===== config.mk =====
export PLATFORM = sky130hd
export DESIGN_NAME = fmba_ctrl
export DESIGN_NICKNAME = d
export VERILOG_FILES = /design/src/hdl/assert_macros.svh /design/src/hdl/fmba_pkg.sv /design/src/hdl/fmba_ctrl.sv
export SDC_FILE = /design/constraint.sdc
export NUM_CORES = 1
export LEC_CHECK = 0
export ABC_AREA = 1
export BUFFER_PORTS_ARGS = -buffer_cell sky130_fd_sc_hd__buf_2
export CAP_MARGIN = 0
export CORE_AREA = 4 4 41 43
export DETAILED_ROUTE_END_ITERATION = 12
export DIE_AREA = 0 0 45 47
export REMOVE_ABC_BUFFERS = 1
export SYNTH_ARGS = -nofsm -noshare
export SYNTH_HDL_FRONTEND = slang
export SYNTH_SLANG_ARGS = --single-unit
export TNS_END_PERCENT = 5

===== constraint.sdc =====
create_clock -name clk -period 1.4 [get_ports clk]
set_input_delay 0.21 -clock clk [delete_from_list [all_inputs] [get_ports clk]]
set_output_delay 0.21 -clock clk [all_outputs]
set_load 0.02 [all_outputs]

===== src/hdl/assert_macros.svh =====
// assertion helpers, clocked on clk with the synchronous reset as disable
`ifndef ASSERT_MACROS_SVH
`define ASSERT_MACROS_SVH

// implication checked at every rising edge outside reset
`define CHK_IMPL(label, pre, post, msg) \
  label: assert property (@(posedge clk) disable iff (rst) (pre) |-> (post)) else $error(msg);

// implication checked with its consequent in the cycle after the antecedent
`define CHK_NEXT(label, pre, post, msg) \
  label: assert property (@(posedge clk) disable iff (rst) (pre) |=> (post)) else $error(msg);

`endif


===== src/hdl/fmba_pkg.sv =====
package fmba_pkg;

  localparam int POOL_BYTES        = 65536;
  localparam int USED_HEADER_BYTES = 16;
  localparam int FREE_HEADER_BYTES = 48;
  localparam int MAX_BLOCKS        = 64;

  localparam int OFF_W  = 16;
  localparam int SIZE_W = $clog2(POOL_BYTES + 1);
  localparam int IDX_W  = $clog2(MAX_BLOCKS);
  localparam int CNT_W  = $clog2(MAX_BLOCKS + 1);
  localparam int LEVELS = $clog2(MAX_BLOCKS);
  localparam int NODES  = 1 << LEVELS;
  localparam int LVL_W  = $clog2(LEVELS + 1);

  typedef logic [OFF_W-1:0]  start_t;
  typedef logic [SIZE_W-1:0] size_t;
  typedef logic [IDX_W-1:0]  idx_t;
  typedef logic [CNT_W-1:0]  cnt_t;

  typedef enum logic [1:0] {
    MODE_FIRST = 2'd0,
    MODE_BEST  = 2'd1,
    MODE_WORST = 2'd2
  } mode_t;

  typedef enum logic [2:0] {
    ST_OK     = 3'd0,
    ST_NOFIT  = 3'd1,
    ST_RANGE  = 3'd2,
    ST_NOTOCC = 3'd3,
    ST_NULL   = 3'd4
  } status_t;

  typedef enum logic {
    OP_ALLOC = 1'b0,
    OP_FREE  = 1'b1
  } op_t;

  typedef struct packed {
    logic load;
    logic eval;
    logic reduce;
    logic commit;
  } cmd_t;

  typedef struct packed {
    logic bypass;
  } stat_t;

endpackage


===== src/hdl/fmba_ctrl.sv =====
module fmba_ctrl (
  input  logic           clk,
  input  logic           rst,
  input  logic           s_tvalid,
  output logic           s_tready,
  output logic           m_tvalid,
  input  logic           m_tready,
  output fmba_pkg::cmd_t cmd,
  input  fmba_pkg::stat_t stat
);
  import fmba_pkg::*;

  typedef enum logic [2:0] {
    S_IDLE,
    S_EVAL,
    S_RED,
    S_COMMIT,
    S_RESP
  } state_t;

  state_t             state;
  logic [LVL_W-1:0]   lvl;

  always_ff @(posedge clk) begin
    if (rst) begin
      state <= S_IDLE;
      lvl   <= '0;
    end else begin
      case (state)
        S_IDLE: begin
          if (s_tvalid) state <= S_EVAL;
        end
        S_EVAL: begin
          lvl   <= '0;
          state <= stat.bypass ? S_COMMIT : S_RED;
        end
        S_RED: begin
          lvl <= lvl + 1'b1;
          if (lvl == LVL_W'(LEVELS - 1)) state <= S_COMMIT;
        end
        S_COMMIT: begin
          state <= S_RESP;
        end
        S_RESP: begin
          if (m_tready) state <= S_IDLE;
        end
        default: begin
          state <= S_IDLE;
        end
      endcase
    end
  end

  assign s_tready   = (state == S_IDLE);
  assign m_tvalid   = (state == S_RESP);
  assign cmd.load   = (state == S_IDLE) && s_tvalid;
  assign cmd.eval   = (state == S_EVAL);
  assign cmd.reduce = (state == S_RED);
  assign cmd.commit = (state == S_COMMIT);

endmodule


==> results_dict.tcl, run 1 <==
set metrics [dict create \
    critPathMaxStageDelay_ns 0.36 \
    skew_ns 0.00131 \
    grt_pass1_vias 298 \
    drtAntennaViolNets 0 \
    multiInputGateArea_um2 180 \
    p_switching_w 0.000222 \
    min_path_type "input port to register" \
    internal_power_w 0.000360 \
    yosysSeqAreaShare_pct 35.0 \
    synth_cell_types 16 \
    ios 11 \
    final_common_cell "inv_1" \
    power_frac_comb_pct 34.1 \
    fillCellCount 157 \
    first_iter_violations 12 \
    synth.avg_cell_area_um2 6.72 \
    rsz0062_at_grt "no" \
    grt-ovfl-total 0 \
    initial_core_util_pct 26.3 \
    ys_ff_latch 6 \
    netlist_area_um2 343 \
    leakage_nw 0.245 \
    peakVddDrop_v 0.000478 \
    routedWlPerCell_um 9.11 \
    dpl_cell_area_um2 412 \
    cts-buffers-inserted 3 \
    gp_congestion 0.712 \
    drt_wl_total_um 720 \
    ctsResizeCount 0 \
    crit_arrival_ns 1.13 \
    clk_latency_ns 0.24 \
    chipHeight_um 47 \
    report.final.slew_viol_count 0 \
    cts_tree "built" \
    htreeDepth 1 \
    max_freq_mhz 749 \
    num_vias 345 \
    grt_max_degree 7 \
    total_power_w 0.000582 \
    finalInstanceArea_um2 438 \
    num_rows 13 \
    powerDensity_nw_per_um2 1330 \
    clock_sinks 6 \
    min_period_ns 1.34 \
    required_ns 1.19 \
    path_class "register to output pin" \
    via_per_inst 4.37 \
    synthCells 51 \
    pwr-share-clk_pct 27.9 \
    cts_buffer_depth 2 \
    nNetsFinal 73 \
    dp_hpwl_um 574 \
    die_area_um2 2120 \
    crit_fanout 6 \
    slew_headroom_pct 85.0 \
    drive_gt1_share_pct 28.1 \
    seq_area_um2 121 \
    seqPwrFrac_pct 38.1 \
    min_period_over_period_pct 95.4 \
    final_cell_mix "12 x inv_1, 10 x buf_2, 7 x nand2_1" \
    syn2layout_area_growth_pct 27.7 \
    antenna_found_initial 0 \
    post_cts_buffers 0 \
    drc 0 \
    path_cells "nor2_2 > nand2_2 > inv_1 > buf_2" \
    crit_path_end_kind "output pin" \
    core_area_um2 1300 \
    drt-pass1-iter-count 4 \
    status "finished, final reports clean" \
    preCtsSetupSlack_ns 0.326 \
    grt_usage_pct 7.83 \
    slowest_stage "dfxtp_1" \
    yosysWarnings 0 \
    tightest_slew_ns 0.224 \
    finalHoldViolCount 0 \
    die_width_um 45 \
    clkTransAtPathRegs_ns 0.05 \
    path_buf_inv 2 \
    path_delay_family "flip-flops" \
    finalSetupViolCount 0 \
    swShare_pct 38.1 \
    setup_ws_ns 0.0649 \
    cts_hold_buf 0 \
    root_buffer "clkbuf_4" \
    io_buffer_count 10 \
    final.setup.tns_ns 0 \
    maxCapViolations 0 \
    start_kind "register" \
    diodes 0 \
    grt_pass1_wl_um 1120 \
]
[flip-flops by register name, indices dropped and copies added (netlist names)]
name and flops:
lvl 3, state 3
[final timing paths]
path         startpoint  endpoint  slack (ns)  depth (start not counted)
min reg2reg      lvl[1]    lvl[1]        0.53                          2
min                 rst    lvl[1]        0.19                          2
max reg2reg      lvl[1]    lvl[1]        0.34                          4
max            state[0]    cmd[1]        0.06                          4
[cell type report]
| class | instances | share of cell area, % |
|---|---|---|
| inverters | 12 | 10.3 |
| well taps | 15 | 4.29 |
| clock buffers | 3 | 5.14 |
| repair buffers | 10 | 11.4 |
| multi-input cells | 33 | 41.1 |
| flip-flops and latches | 6 | 27.7 |
[cell usage after synthesis]
library cell,n,share of area (%)
nor2_1,7,7.7
a21oi_1,1,1.5
ha_1,2,7.3
inv_1,12,13
nand3_1,6,8.8
dfxtp_1,6,35
nor3b_1,1,2.2
o21ai_0,1,1.5
nand2_1,7,7.7
nand2_2,1,1.8
or2_1,1,1.8
nor2_2,1,1.8
nand3b_1,1,2.2
o21bai_1,1,2.2
nor3_1,2,2.9
a21oi_2,1,2.6
[worst reg2reg max path: stages, from the launching register on]
cell and delay [ns]:
dfxtp_1 0.34, inv_1 0.05, ha_1 0.26, or2_1 0.23, a21oi_2 0.11
[power groups by stage]
stage                     combinational (W)  clock (W)  sequential [W]
after CTS                          0.000199   0.000167        0.000218
final                              0.000198   0.000162        0.000222
after floorplan                    0.000143          0        0.000216
after detailed placement           0.000198          0        0.000222
after global placement             0.000197          0        0.000221
after global routing               0.000225   0.000174        0.000225
[logic make-up after synthesis]
kind of cell / count (synthesis) / share of synthesized area [%]
fa+ha+maj: 2 / 7.30
buf+inv: 12 / 13.1
simple gates: 27 / 36.9
compound gates: 4 / 7.66
flops: 6 / 35.0
[per-layer routing]
metal	GRT usage (%)	part of all wire (%)	routed length [um]
met1	8.43	45	325
met2	11.3	39	278
met3	2.68	12	87
met4	8.77	3.9	28
met5	0	0	0
[through the flow]
step,hold WS [ns],utilization [%],instances
after global routing,0.200,33.7,79
final,0.194,33.7,79
after CTS,0.191,33.4,79
after detailed placement,0.448,31.6,76
after global placement,0.441,31.6,76
after floorplan,0.272,-,51
Power figures use the tool's default switching activity.
==> run 2, diff against run 1 <==
--- a/config.mk
+++ b/config.mk
@@ -8,10 +8,12 @@
 export ABC_AREA = 1
 export BUFFER_PORTS_ARGS = -buffer_cell sky130_fd_sc_hd__buf_2
 export CAP_MARGIN = 0
-export CORE_AREA = 4 4 41 43
+export CORE_AREA = 2 2 39 41
 export DETAILED_ROUTE_END_ITERATION = 12
-export DIE_AREA = 0 0 45 47
+export DIE_AREA = 0 0 41 43
+export PLACE_DENSITY_LB_ADDON = 0.1
 export REMOVE_ABC_BUFFERS = 1
+export SLEW_MARGIN = 20
 export SYNTH_ARGS = -nofsm -noshare
 export SYNTH_HDL_FRONTEND = slang
 export SYNTH_SLANG_ARGS = --single-unit
==> run 2 against run 1 <==
- sequential share of layout area shrank 0.19 points
- first-iteration DRC count is 33% lower
- critical path depth is the same
- non-clock buffer count unchanged
==> results_dict.tcl, run 2 (synthesis gave the netlist of run 1 again) <==
set metrics [dict create \
    status "finished, final reports clean" \
    peakVddDrop_v 0.000474 \
    htreeDepth 1 \
    min_period_over_period_pct 91.9 \
    first_iter_violations 8 \
    root_buffer "clkbuf_4" \
    finalNonFillerCells 80 \
    dp.cells 77 \
    drt_wl_total_um 721 \
    drive_gt1_share_pct 31.3 \
    start_kind "register" \
    clk_latency_ns 0.25 \
    required_ns 1.19 \
    final.setup.tns_ns 0 \
    grt_pass1_wl_um 1150 \
    largestRegisters "lvl: 3 flops, state: 3 flops" \
    max_freq_mhz 777 \
    crit_arrival_ns 1.08 \
    crit_path_end_kind "output pin" \
    core_area_um2 1380 \
    powerDensity_nw_per_um2 1320 \
    gp_congestion 0.616 \
    drc 0 \
    slew_headroom_pct 87.9 \
    slowest_stage "dfxtp_1" \
    grt-ovfl-total 0 \
    maxCapViolations 0 \
    grt_max_degree 7 \
    dp_hpwl_um 582 \
    path_common_cell "inv_1" \
    finalSetupViolCount 0 \
    die_width_um 41 \
    ios 11 \
    crit_fanout 6 \
    chipHeight_um 43 \
    clock_sinks 6 \
    final_cell_mix "12 x inv_1, 10 x buf_2, 7 x nand2_1" \
    syn2layout_area_growth_pct 29.9 \
    drt-pass1-iter-count 4 \
    antenna_found_initial 0 \
    path_cells "inv_1 > nand3_2 > inv_1 > buf_2" \
    clkTransAtPathRegs_ns 0.05 \
    skew_ns 0.00328 \
    cts_buffer_depth 2 \
    critPathMaxStageDelay_ns 0.32 \
    io_buffer_count 10 \
    num_rows 14 \
    min_period_ns 1.29 \
    leakage_nw 0.247 \
    finalInstanceArea_um2 445 \
    multiInputGateArea_um2 185 \
    final_common_cell "inv_1" \
    rsz0062_at_grt "no" \
    seq_area_um2 123 \
    initial_core_util_pct 24.8 \
    path_class "register to output pin" \
    via_per_inst 4.30 \
    report.final.slew_viol_count 0 \
    final_util_pct 32.2 \
    cts_tree "built" \
    nNetsFinal 73 \
    diodes 0 \
    min_path_type "input port to register" \
    grt_usage_pct 10.6 \
    die_area_um2 1760 \
    routedWlPerCell_um 9.01 \
    tightest_slew_ns 0.182 \
    drtAntennaViolNets 0 \
    num_vias 344 \
    finalHoldViolCount 0 \
    fillCellCount 164 \
    total_power_w 0.000588 \
    grt_pass1_vias 297 \
    cts-buffers-inserted 3 \
    dpl_cell_area_um2 413 \
]
==> run 2: power breakdown <==
part	leakage, nW	switching, W	internal, W
Combinational	0.184	0.000126	0.0000712
Sequential	0.0496	0.0000311	0.000194
Clock	0.0138	0.0000676	0.0000973
==> run 2: layout make-up <==
| class | instances | area share (%) |
|---|---|---|
| repair buffers | 10 | 11.2 |
| clock buffers | 3 | 5.06 |
| flip-flops and latches | 6 | 27.5 |
| inverters | 12 | 10.1 |
| multi-input cells | 33 | 41.6 |
| well taps | 16 | 4.49 |
==> run 2: what timing repair did <==
action,in CTS,in global routing
setup endpoints to repair,0,4
hold buffers,0,0
resized for setup,0,4
buffers inserted,0,0
==> run 2: through the flow <==
| stage | hold WS [ns] | worst slack (ns) |
|---|---|---|
| after floorplan | 0.272 | 0.292 |
| after global placement | 0.462 | 0.293 |
| after detailed placement | 0.456 | 0.307 |
| after CTS | 0.190 | 0.0332 |
| after global routing | 0.198 | 0.0115 |
| final | 0.195 | 0.113 |
==> run 2: path summary, 6_finish.rpt <==
check	startpoint	to	slack, ns	depth (start not counted)
worst max-delay path	state[2]	cmd[2]	0.11	4
worst min-delay path	rst	state[1]	0.19	2
worst max register to register	lvl[1]	lvl[1]	0.34	4
worst min register to register	lvl[1]	lvl[1]	0.52	2
==> run 2: critical path, delay by kind of cell (launching register included) <==
kind / cells / cell delay (ns)
simple gates: 1 / 0.12
flops: 1 / 0.32
buf+inv: 3 / 0.38
==> run 2: layer usage <==
layer	track usage, %	wire, um
met1	10.6	301
met4	6.00	9
met5	0	0
met3	7.85	61
met2	15.0	348
